[config.mk]
export PLATFORM = sky130hd
export DESIGN_NAME = keyed_waiting_queue_unit_flat
export DESIGN_NICKNAME = d
export VERILOG_FILES = /design/src/design/kwq_pkg.sv /design/src/design/kwq_req_if.sv /design/src/design/kwq_rsp_if.sv /design/src/design/kwq_entry_ram.sv /design/src/design/keyed_waiting_queue_unit.sv /design/src/flat_wrapper.sv
export SDC_FILE = /design/constraint.sdc
export NUM_CORES = 2
export LEC_CHECK = 0
export BUFFER_PORTS_ARGS = -buffer_cell sky130_fd_sc_hd__buf_2
export CAP_MARGIN = 25
export CORE_UTILIZATION = 55
export DETAILED_ROUTE_END_ITERATION = 6
export GPL_TIMING_DRIVEN = 0
export PLACE_DENSITY = 0.71
export SYNTH_ARGS = -nofsm -noshare
export SYNTH_HDL_FRONTEND = slang
export SYNTH_SLANG_ARGS = --single-unit
[constraint.sdc]
create_clock -name clock -period 6.4 [get_ports clock]
set_clock_uncertainty 0.1 [all_clocks]
set_input_delay 0.32 -clock clock [delete_from_list [all_inputs] [get_ports clock]]
set_output_delay 0.32 -clock clock [all_outputs]
set_load 0.005 [all_outputs]
[src/design/kwq_pkg.sv]
package kwq_pkg;

   // Field widths of the request and response items
   localparam int unsigned OP_W      = 2;
   localparam int unsigned KEY_W     = 32;
   localparam int unsigned PAYLOAD_W = 32;
   localparam int unsigned STATUS_W  = 3;
   localparam int unsigned OCC_W     = 7;

   // Request opcodes; the fourth code is a no-op
   typedef enum logic [OP_W-1:0] {
      OP_APPEND = 2'd0,
      OP_FIND   = 2'd1,
      OP_REMOVE = 2'd2
   } opcode_type;

   // Response status codes
   typedef enum logic [STATUS_W-1:0] {
      STAT_ADDED     = 3'd0,
      STAT_FOUND     = 3'd1,
      STAT_REMOVED   = 3'd2,
      STAT_NOT_FOUND = 3'd3,
      STAT_EMPTY     = 3'd4,
      STAT_FULL      = 3'd5
   } status_type;

   // Sequencer states
   typedef enum logic [1:0] {
      ST_IDLE,
      ST_SCAN,
      ST_SHIFT,
      ST_RESP
   } state_type;

   // One stored queue entry
   typedef struct packed {
      logic [KEY_W-1:0]     key;
      logic [PAYLOAD_W-1:0] payload;
   } entry_type;

endpackage

[src/design/kwq_req_if.sv]
interface kwq_req_if import kwq_pkg::*; ();
   logic                        valid;
   logic                        ready;
   logic [OP_W-1:0]             opcode;
   logic signed [KEY_W-1:0]     entry_key;
   logic [PAYLOAD_W-1:0]        entry_payload;

   modport source (output valid, opcode, entry_key, entry_payload, input ready);
   modport sink   (input valid, opcode, entry_key, entry_payload, output ready);
endinterface

[src/design/kwq_rsp_if.sv]
interface kwq_rsp_if import kwq_pkg::*; ();
   logic                  valid;
   logic                  ready;
   logic [STATUS_W-1:0]   status;
   logic [PAYLOAD_W-1:0]  found_payload;
   logic                  is_empty;
   logic [OCC_W-1:0]      occupancy;

   modport source (output valid, status, found_payload, is_empty, occupancy, input ready);
   modport sink   (input valid, status, found_payload, is_empty, occupancy, output ready);
endinterface

[src/design/kwq_entry_ram.sv]
module kwq_entry_ram import kwq_pkg::*; #(
   parameter int unsigned DEPTH = 64,
   parameter int unsigned AW    = $clog2(DEPTH)
) (
   input  logic          clock,
   input  logic          wr_en,
   input  logic [AW-1:0] wr_addr,
   input  entry_type     wr_data,
   input  logic          rd_en,
   input  logic [AW-1:0] rd_addr,
   output entry_type     rd_data
);

   entry_type mem [DEPTH];
   entry_type rd_data_ff;

   // Write port
   always_ff @(posedge clock) begin
      if (wr_en) begin
         mem[wr_addr] <= wr_data;
      end
   end

   // Registered read port
   always_ff @(posedge clock) begin
      if (rd_en) begin
         rd_data_ff <= mem[rd_addr];
      end
   end

   assign rd_data = rd_data_ff;

endmodule

[src/design/keyed_waiting_queue_unit.sv]
// Keyed waiting queue: an ordered list of up to CAPACITY (key, payload) entries
// held in one single-port-write, single-port-read RAM, head at address 0.
// req_ch carries opcode, entry_key and entry_payload; one rsp_ch item answers
// each request with status, found_payload, is_empty and occupancy.
// Append, and find/remove on an empty queue, go from the transfer to the
// response state and then to the output register. Find scans the RAM one
// entry per cycle from the head. Remove scans the same way, then moves every
// later entry down by one, one entry per cycle through the RAM's read and
// write ports. One request is worked on at a time; req_ch.ready is high
// while the sequencer is idle. The response sits in an output register, so a
// new request is taken while the previous response waits; a stalled rsp_ch
// only holds the next response back once it is ready to be loaded.
// Reset clears the entry count and the response valid; the RAM needs no
// clearing since only entries below the count are ever read.
module keyed_waiting_queue_unit import kwq_pkg::*; #(
   parameter int unsigned CAPACITY = 64
) (
   input  logic      clock,
   input  logic      reset,
   kwq_req_if.sink   req_ch,
   kwq_rsp_if.source rsp_ch
);

   localparam int unsigned AW = $clog2(CAPACITY);
   localparam int unsigned CW = $clog2(CAPACITY + 1);
   localparam logic [CW-1:0] CAP_COUNT = CW'(CAPACITY);

   state_type            state_ff, state_in;
   logic [CW-1:0]        count_ff, count_in;
   opcode_type           op_ff, op_in;
   logic [KEY_W-1:0]     key_ff, key_in;
   logic [CW-1:0]        rd_ptr_ff, rd_ptr_in;
   logic                 rd_vld_ff, rd_vld_in;
   logic [AW-1:0]        cmp_idx_ff, cmp_idx_in;
   status_type           res_status_ff, res_status_in;
   logic [PAYLOAD_W-1:0] res_payload_ff, res_payload_in;

   logic                 rsp_valid_ff, rsp_valid_in;
   logic [STATUS_W-1:0]  rsp_status_ff, rsp_status_in;
   logic [PAYLOAD_W-1:0] rsp_payload_ff, rsp_payload_in;
   logic                 rsp_empty_ff, rsp_empty_in;
   logic [OCC_W-1:0]     rsp_occ_ff, rsp_occ_in;

   logic                 wr_en;
   logic [AW-1:0]        wr_addr;
   entry_type            wr_data;
   logic                 rd_en;
   entry_type            rd_data;

   logic                 req_xfer;
   logic                 out_free;
   logic                 key_hit;
   logic                 at_last;
   logic                 can_read;
   logic [AW-1:0]        last_idx;

   kwq_entry_ram #(
      .DEPTH (CAPACITY),
      .AW    (AW)
   ) u_entry_ram (
      .clock   (clock),
      .wr_en   (wr_en),
      .wr_addr (wr_addr),
      .wr_data (wr_data),
      .rd_en   (rd_en),
      .rd_addr (rd_ptr_ff[AW-1:0]),
      .rd_data (rd_data)
   );

   // Shared status terms
   assign req_ch.ready = (state_ff == ST_IDLE);
   assign req_xfer     = req_ch.valid & req_ch.ready;
   assign out_free     = ~rsp_valid_ff | rsp_ch.ready;
   assign last_idx     = AW'(count_ff - CW'(1));
   assign at_last      = (cmp_idx_ff == last_idx);
   assign key_hit      = (rd_data.key == key_ff);
   assign can_read     = (rd_ptr_ff < count_ff);

   // Next state
   always_comb begin
      state_in = state_ff;
      unique case (state_ff)
         ST_IDLE: begin
            if (req_xfer) begin
               if ((req_ch.opcode == OP_FIND || req_ch.opcode == OP_REMOVE) &&
                   count_ff != '0) begin
                  state_in = ST_SCAN;
               end else begin
                  state_in = ST_RESP;
               end
            end
         end
         ST_SCAN: begin
            if (rd_vld_ff) begin
               if (key_hit) begin
                  state_in = (op_ff == OP_REMOVE && !at_last) ? ST_SHIFT : ST_RESP;
               end else if (at_last) begin
                  state_in = ST_RESP;
               end
            end
         end
         ST_SHIFT: begin
            if (rd_vld_ff && at_last) begin
               state_in = ST_RESP;
            end
         end
         ST_RESP: begin
            if (out_free) begin
               state_in = ST_IDLE;
            end
         end
         default: state_in = ST_IDLE;
      endcase
   end

   // Datapath and RAM control
   always_comb begin
      count_in       = count_ff;
      op_in          = op_ff;
      key_in         = key_ff;
      rd_ptr_in      = rd_ptr_ff;
      rd_vld_in      = 1'b0;
      cmp_idx_in     = cmp_idx_ff;
      res_status_in  = res_status_ff;
      res_payload_in = res_payload_ff;
      wr_en          = 1'b0;
      wr_addr        = count_ff[AW-1:0];
      wr_data        = '{key: req_ch.entry_key, payload: req_ch.entry_payload};
      rd_en          = 1'b0;
      rsp_valid_in   = rsp_valid_ff & ~rsp_ch.ready;
      rsp_status_in  = rsp_status_ff;
      rsp_payload_in = rsp_payload_ff;
      rsp_empty_in   = rsp_empty_ff;
      rsp_occ_in     = rsp_occ_ff;

      unique case (state_ff)
         ST_IDLE: begin
            if (req_xfer) begin
               op_in          = opcode_type'(req_ch.opcode);
               key_in         = req_ch.entry_key;
               res_payload_in = '0;
               rd_ptr_in      = '0;
               case (req_ch.opcode) inside
                  OP_APPEND: begin
                     if (count_ff == CAP_COUNT) begin
                        res_status_in = STAT_FULL;
                     end else begin
                        wr_en         = 1'b1;
                        count_in      = count_ff + CW'(1);
                        res_status_in = STAT_ADDED;
                     end
                  end
                  OP_FIND, OP_REMOVE: begin
                     res_status_in = (count_ff == '0) ? STAT_EMPTY : STAT_NOT_FOUND;
                  end
                  default: res_status_in = STAT_NOT_FOUND;
               endcase
            end
         end
         ST_SCAN: begin
            // one read issued per cycle, compared the cycle after
            if (can_read) begin
               rd_en      = 1'b1;
               rd_ptr_in  = rd_ptr_ff + CW'(1);
               rd_vld_in  = 1'b1;
               cmp_idx_in = rd_ptr_ff[AW-1:0];
            end
            if (rd_vld_ff) begin
               if (key_hit) begin
                  res_payload_in = rd_data.payload;
                  rd_vld_in      = 1'b0;
                  if (op_ff == OP_FIND) begin
                     res_status_in = STAT_FOUND;
                  end else begin
                     res_status_in = STAT_REMOVED;
                     if (at_last) begin
                        count_in = count_ff - CW'(1);
                     end else begin
                        // restart reads just past the hole
                        rd_ptr_in = CW'(cmp_idx_ff) + CW'(1);
                     end
                  end
               end else if (at_last) begin
                  res_status_in = STAT_NOT_FOUND;
               end
            end
         end
         ST_SHIFT: begin
            // read entry i, write it to i-1 the next cycle
            if (can_read) begin
               rd_en      = 1'b1;
               rd_ptr_in  = rd_ptr_ff + CW'(1);
               rd_vld_in  = 1'b1;
               cmp_idx_in = rd_ptr_ff[AW-1:0];
            end
            if (rd_vld_ff) begin
               wr_en   = 1'b1;
               wr_addr = cmp_idx_ff - AW'(1);
               wr_data = rd_data;
               if (at_last) begin
                  count_in = count_ff - CW'(1);
               end
            end
         end
         ST_RESP: begin
            if (out_free) begin
               rsp_valid_in   = 1'b1;
               rsp_status_in  = res_status_ff;
               rsp_payload_in = res_payload_ff;
               rsp_empty_in   = (count_ff == '0);
               rsp_occ_in     = OCC_W'(count_ff);
            end
         end
         default: begin
         end
      endcase
   end

   // Control registers
   always_ff @(posedge clock) begin
      if (reset) begin
         state_ff     <= ST_IDLE;
         count_ff     <= '0;
         rd_vld_ff    <= 1'b0;
         rsp_valid_ff <= 1'b0;
      end else begin
         state_ff     <= state_in;
         count_ff     <= count_in;
         rd_vld_ff    <= rd_vld_in;
         rsp_valid_ff <= rsp_valid_in;
      end
   end

   // Payload registers
   always_ff @(posedge clock) begin
      op_ff          <= op_in;
      key_ff         <= key_in;
      rd_ptr_ff      <= rd_ptr_in;
      cmp_idx_ff     <= cmp_idx_in;
      res_status_ff  <= res_status_in;
      res_payload_ff <= res_payload_in;
      rsp_status_ff  <= rsp_status_in;
      rsp_payload_ff <= rsp_payload_in;
      rsp_empty_ff   <= rsp_empty_in;
      rsp_occ_ff     <= rsp_occ_in;
   end

   assign rsp_ch.valid         = rsp_valid_ff;
   assign rsp_ch.status        = rsp_status_ff;
   assign rsp_ch.found_payload = rsp_payload_ff;
   assign rsp_ch.is_empty      = rsp_empty_ff;
   assign rsp_ch.occupancy     = rsp_occ_ff;

endmodule

[src/flat_wrapper.sv]
// flat-port wrapper written by rule: the top's interface ports become plain ports
module keyed_waiting_queue_unit_flat import kwq_pkg::*;
#(
   parameter int unsigned CAPACITY = 64
)
  (clock, reset, req_ch_valid, req_ch_opcode, req_ch_entry_key, req_ch_entry_payload, req_ch_ready, rsp_ch_valid, rsp_ch_status, rsp_ch_found_payload, rsp_ch_is_empty, rsp_ch_occupancy, rsp_ch_ready);
  kwq_req_if req_ch_i ();
  kwq_rsp_if rsp_ch_i ();
  input  logic clock;
  input  logic reset;
  input wire logic [$bits(req_ch_i.valid)-1:0] req_ch_valid;
  input wire logic [$bits(req_ch_i.opcode)-1:0] req_ch_opcode;
  input wire logic [$bits(req_ch_i.entry_key)-1:0] req_ch_entry_key;
  input wire logic [$bits(req_ch_i.entry_payload)-1:0] req_ch_entry_payload;
  output wire logic [$bits(req_ch_i.ready)-1:0] req_ch_ready;
  output wire logic [$bits(rsp_ch_i.valid)-1:0] rsp_ch_valid;
  output wire logic [$bits(rsp_ch_i.status)-1:0] rsp_ch_status;
  output wire logic [$bits(rsp_ch_i.found_payload)-1:0] rsp_ch_found_payload;
  output wire logic [$bits(rsp_ch_i.is_empty)-1:0] rsp_ch_is_empty;
  output wire logic [$bits(rsp_ch_i.occupancy)-1:0] rsp_ch_occupancy;
  input wire logic [$bits(rsp_ch_i.ready)-1:0] rsp_ch_ready;
  assign req_ch_i.valid = req_ch_valid;
  assign req_ch_i.opcode = req_ch_opcode;
  assign req_ch_i.entry_key = req_ch_entry_key;
  assign req_ch_i.entry_payload = req_ch_entry_payload;
  assign req_ch_ready = req_ch_i.ready;
  assign rsp_ch_valid = rsp_ch_i.valid;
  assign rsp_ch_status = rsp_ch_i.status;
  assign rsp_ch_found_payload = rsp_ch_i.found_payload;
  assign rsp_ch_is_empty = rsp_ch_i.is_empty;
  assign rsp_ch_occupancy = rsp_ch_i.occupancy;
  assign rsp_ch_i.ready = rsp_ch_ready;
  keyed_waiting_queue_unit #(.CAPACITY(CAPACITY)) u_core (.clock(clock), .reset(reset), .req_ch(req_ch_i), .rsp_ch(rsp_ch_i));
endmodule
==> summary.txt <==
Status
  – Outcome: complete, but fails checks
  – Failing checks: negative hold slack

Floorplanning
  – Die area: 300,600 um2
  – I/O pins: 115
  – Chip Height: 548.2 um
  – Initial Util: 55.29%
  – Chip width: 548.2 um
  – Row cnt: 200
  – Core ar.: 296,800 um2

Detailed routing
  – Via Count: 86,140
  – TritonRoute pass-1 iters: 6
  – Post-DR vias/cell: 7.161
  – Post-Route WL: 512,400 um
  – First DRT Iteration DRCs: 17,640
  – Final ANT Viol Nets: 0
  – Wirelength per Cell: 42.60 um
  – Residual DRC: 0

Clocking
  – Clock transition at path regs: 0.07 ns
  – Max Buffers Root-to-Sink: 4
  – CTS Buf Count: 413
  – Root buffer cell: clkbuf_16
  – H-tree levels: 5
  – Clk_lat worst skew: 1.03 ns
  – Post-CTS setup repair buffer count: 0
  – TritonCTS clock tree: built
  – Clock sinks: 4,296

Critical path
  – WS Path Type: register to register
  – CP max FO: 11
  – Critical path launch point type: register
  – Worst path required time: 6.95 ns
  – Crit path arrival time: 6.44 ns
  – CP Capture Type: register

Placed design
  – Placed wire-length estimate: 333,900 um
  – GP Congestion: 0.8528
  – DP Cell Count: 11,130
  – IO Port Bufs: 114
  – Place WS: 1.101 ns

Power
  – Leakage: 59.92 nW
  – Pwr dens: 402.9 nW/um2
  – Max VDD drop: 0.0002734 V

STA
  – # setup viols final: 0
  – Least-Margin Pin Slew: 1.176 ns
  – RSZ-0062 raised after global routing: false
  – Final WS setup: 0.5076 ns
  – Slew headroom: 21.25%
  – Worst hold slack: -0.05202 ns
  – Tmin final: 5.892 ns
  – TNS Setup: 0 ns
  – Fin crit share: 92.07%
  – Fin. Hold Viols: 33
  – Final Max Tran Viols: 0
  – Fmax: 169.7 MHz

Synthesis
  – Syn_nets: 6,835
  – Synth top area cells: edfxtp_1 (78%), mux4_2 (17%), mux2i_1 (0.93%)
  – Synth area leader: edfxtp_1
  – Number of synthesized register bits: 4,296
  – Number of flops mapped to enable cells by yosys: 4,285
  – Area fraction of the dominant cell type after synthesis: 78.41%
  – Most frequent cell after synthesis: edfxtp_1
  – Main flop type after synthesis: edfxtp_1
  – Synthesized area per cell: 24.32 um2
  – Synthesized area: 164,100 um2
  – Mapped Cells: 6,748
  – Share of flip-flops with an asynchronous set or reset: 0%
  – Sequential fraction of the synthesis area: 78.54%
  – Post-synth top cells: edfxtp_1 (4,285), mux4_2 (1,212), clkbuf_1 (174)
  – Synth cell types: 49
  – Ys Warns: 0

Cells and area
  – Area of the multi-input gates: 33,990 um2
  – Layout cell share with drive strength beyond 1: 32.33%
  – Non-Filler Instances: 12,030
  – FF/Latch Area: 128,900 um2
  – # fillers: 18,320
  – Nets@finish: 7,815
  – Area Growth Syn to Fin: 17.02%

Min path
  – Hold Path Class: primary input to register

Flow run
  – Max Cap Violations: 0

GRT
  – Congestion Overflow GR: 0
  – First-pass GRT wire length: 687,200 um
  – Number of global-route vias before repair: 83,230
  – Largest net degree at the start of global routing: 65
  – Initial antenna violation count: 34
  – Gr usage total: 34.08%
[cell type report]
cell class              instances  share of cell area, %
multi-input cells            2076                  17.70
diodes                         26                0.03388
well taps                    3939                  2.566
repair buffers                565                  4.690
clock buffers                 480                  5.557
flip-flops and latches       4296                  67.12
plain buffers                 351                 0.8646
inverters                      25                0.04887
clock inverters               271                  1.419
[flip-flops by register name, summed over array words and instances, names as in the netlist, 2 cells and up]
signal / cells
u_core.res_status_ff: 3
u_core.rd_ptr_ff: 7
u_core.rsp_ch.status: 3
u_core.res_payload_ff: 32
u_core.key_ff: 32
u_core.count_ff: 7
u_core.cmp_idx_ff: 6
u_core.rsp_ch.found_payload: 32
u_core.u_entry_ram.rd_data: 64
u_core.op_ff: 2
u_core.state_ff: 2
u_core.u_entry_ram.mem: 4096
u_core.rsp_ch.occupancy: 7
[path summary, 6_finish.rpt]
check / slack [ns] / from / cells past startpoint / endpoint
worst min-delay path: -0.05 / req_ch_entry_payload[29] / 2 / u_core.u_entry_ram.mem[49][29]
worst min register to register: 0.31 / u_core.res_payload_ff[11] / 0 / u_core.rsp_ch.found_payload[11]
worst max register to register: 0.51 / u_core.rd_ptr_ff[1] / 10 / u_core.u_entry_ram.rd_data[39]
worst max-delay path: 0.51 / u_core.rd_ptr_ff[1] / 10 / u_core.u_entry_ram.rd_data[39]
[cell families (layout without fill, tap and decap cells)]
kind of cell    Yosys count  count (layout)  share of synthesized area (%)
compound gates          280             280                          1.132
xor+xnor                 53              53                         0.2829
fa+ha+maj                17              17                         0.1296
buf+inv                 376            1692                          1.055
flops                  4296            4296                          78.54
mux                    1437            1437                          18.06
other cells               0              26                              0
simple gates            289             289                         0.7952
[cells in the final DEF (no fill, tap or decap), types with 16 or more instances in the layout]
cell,Yosys,final
a211oi_1,16,16
ha_1,17,17
diode_2,0,26
nor2_1,99,35
a31oi_1,21,21
bufinv_16,0,40
clkinv_1,3,107
inv_1,21,20
o221ai_1,71,71
mux2i_1,152,152
clkbuf_16,0,417
buf_1,33,32
mux2_2,73,73
buf_16,0,58
buf_4,26,33
clkinv_2,0,76
and2_1,38,37
buf_8,0,52
o21ai_0,38,38
edfxtp_1,4285,4285
nand2_1,95,95
xnor2_1,46,46
dlygate4sd3_1,0,62
mux4_2,1212,1212
clkbuf_2,0,17
nor2_4,0,64
buf_2,106,222
a21oi_1,78,78
nand3_1,16,16
o22ai_1,31,31
buf_12,0,266
clkinvlp_4,0,16
buf_6,12,17
clkbuf_1,174,220
[what timing repair did]
item	CTS	global route
resized for setup	0	0
hold buffers	45	17
hold endpoints to repair	141	188
[power breakdown]
| part | internal, mW | switching, mW |
|---|---|---|
| registers | 31.9 | 0.368 |
| clock network | 13.6 | 10.8 |
| logic | 8.53 | 12.2 |
[layer usage]
layer  routed length, um  global-route usage [%]
met1              170500                   45.90
met2              228500                   50.10
met5                 144                       0
met4               30980                   16.82
met3               82260                   11.81
[critical path, cell delays in order, from the launching register on]
cell      delay, ns
edfxtp_1       0.68
buf_4          0.37
buf_2          0.71
buf_4          0.38
buf_2          0.54
clkbuf_1       0.65
mux4_2         0.37
o22ai_1        0.08
a21oi_1        0.35
o21ai_0        0.36
o21ai_0        0.88
[metrics by stage]
stage	util [%]	power [mW]	cell area, um2	hold slack [ns]
2_1_floorplan	-	44.57	164100	0.3003
3_3_place_gp	57.15	51.74	169600	0.3016
3_5_place_dp	59.56	52.69	176800	0.3045
4_1_cts	64.23	76.71	190600	0.02121
5_1_grt	64.69	78.75	192000	-0.01342
6_report	64.71	77.38	192000	-0.05202
(Power assumes the default switching activity.)
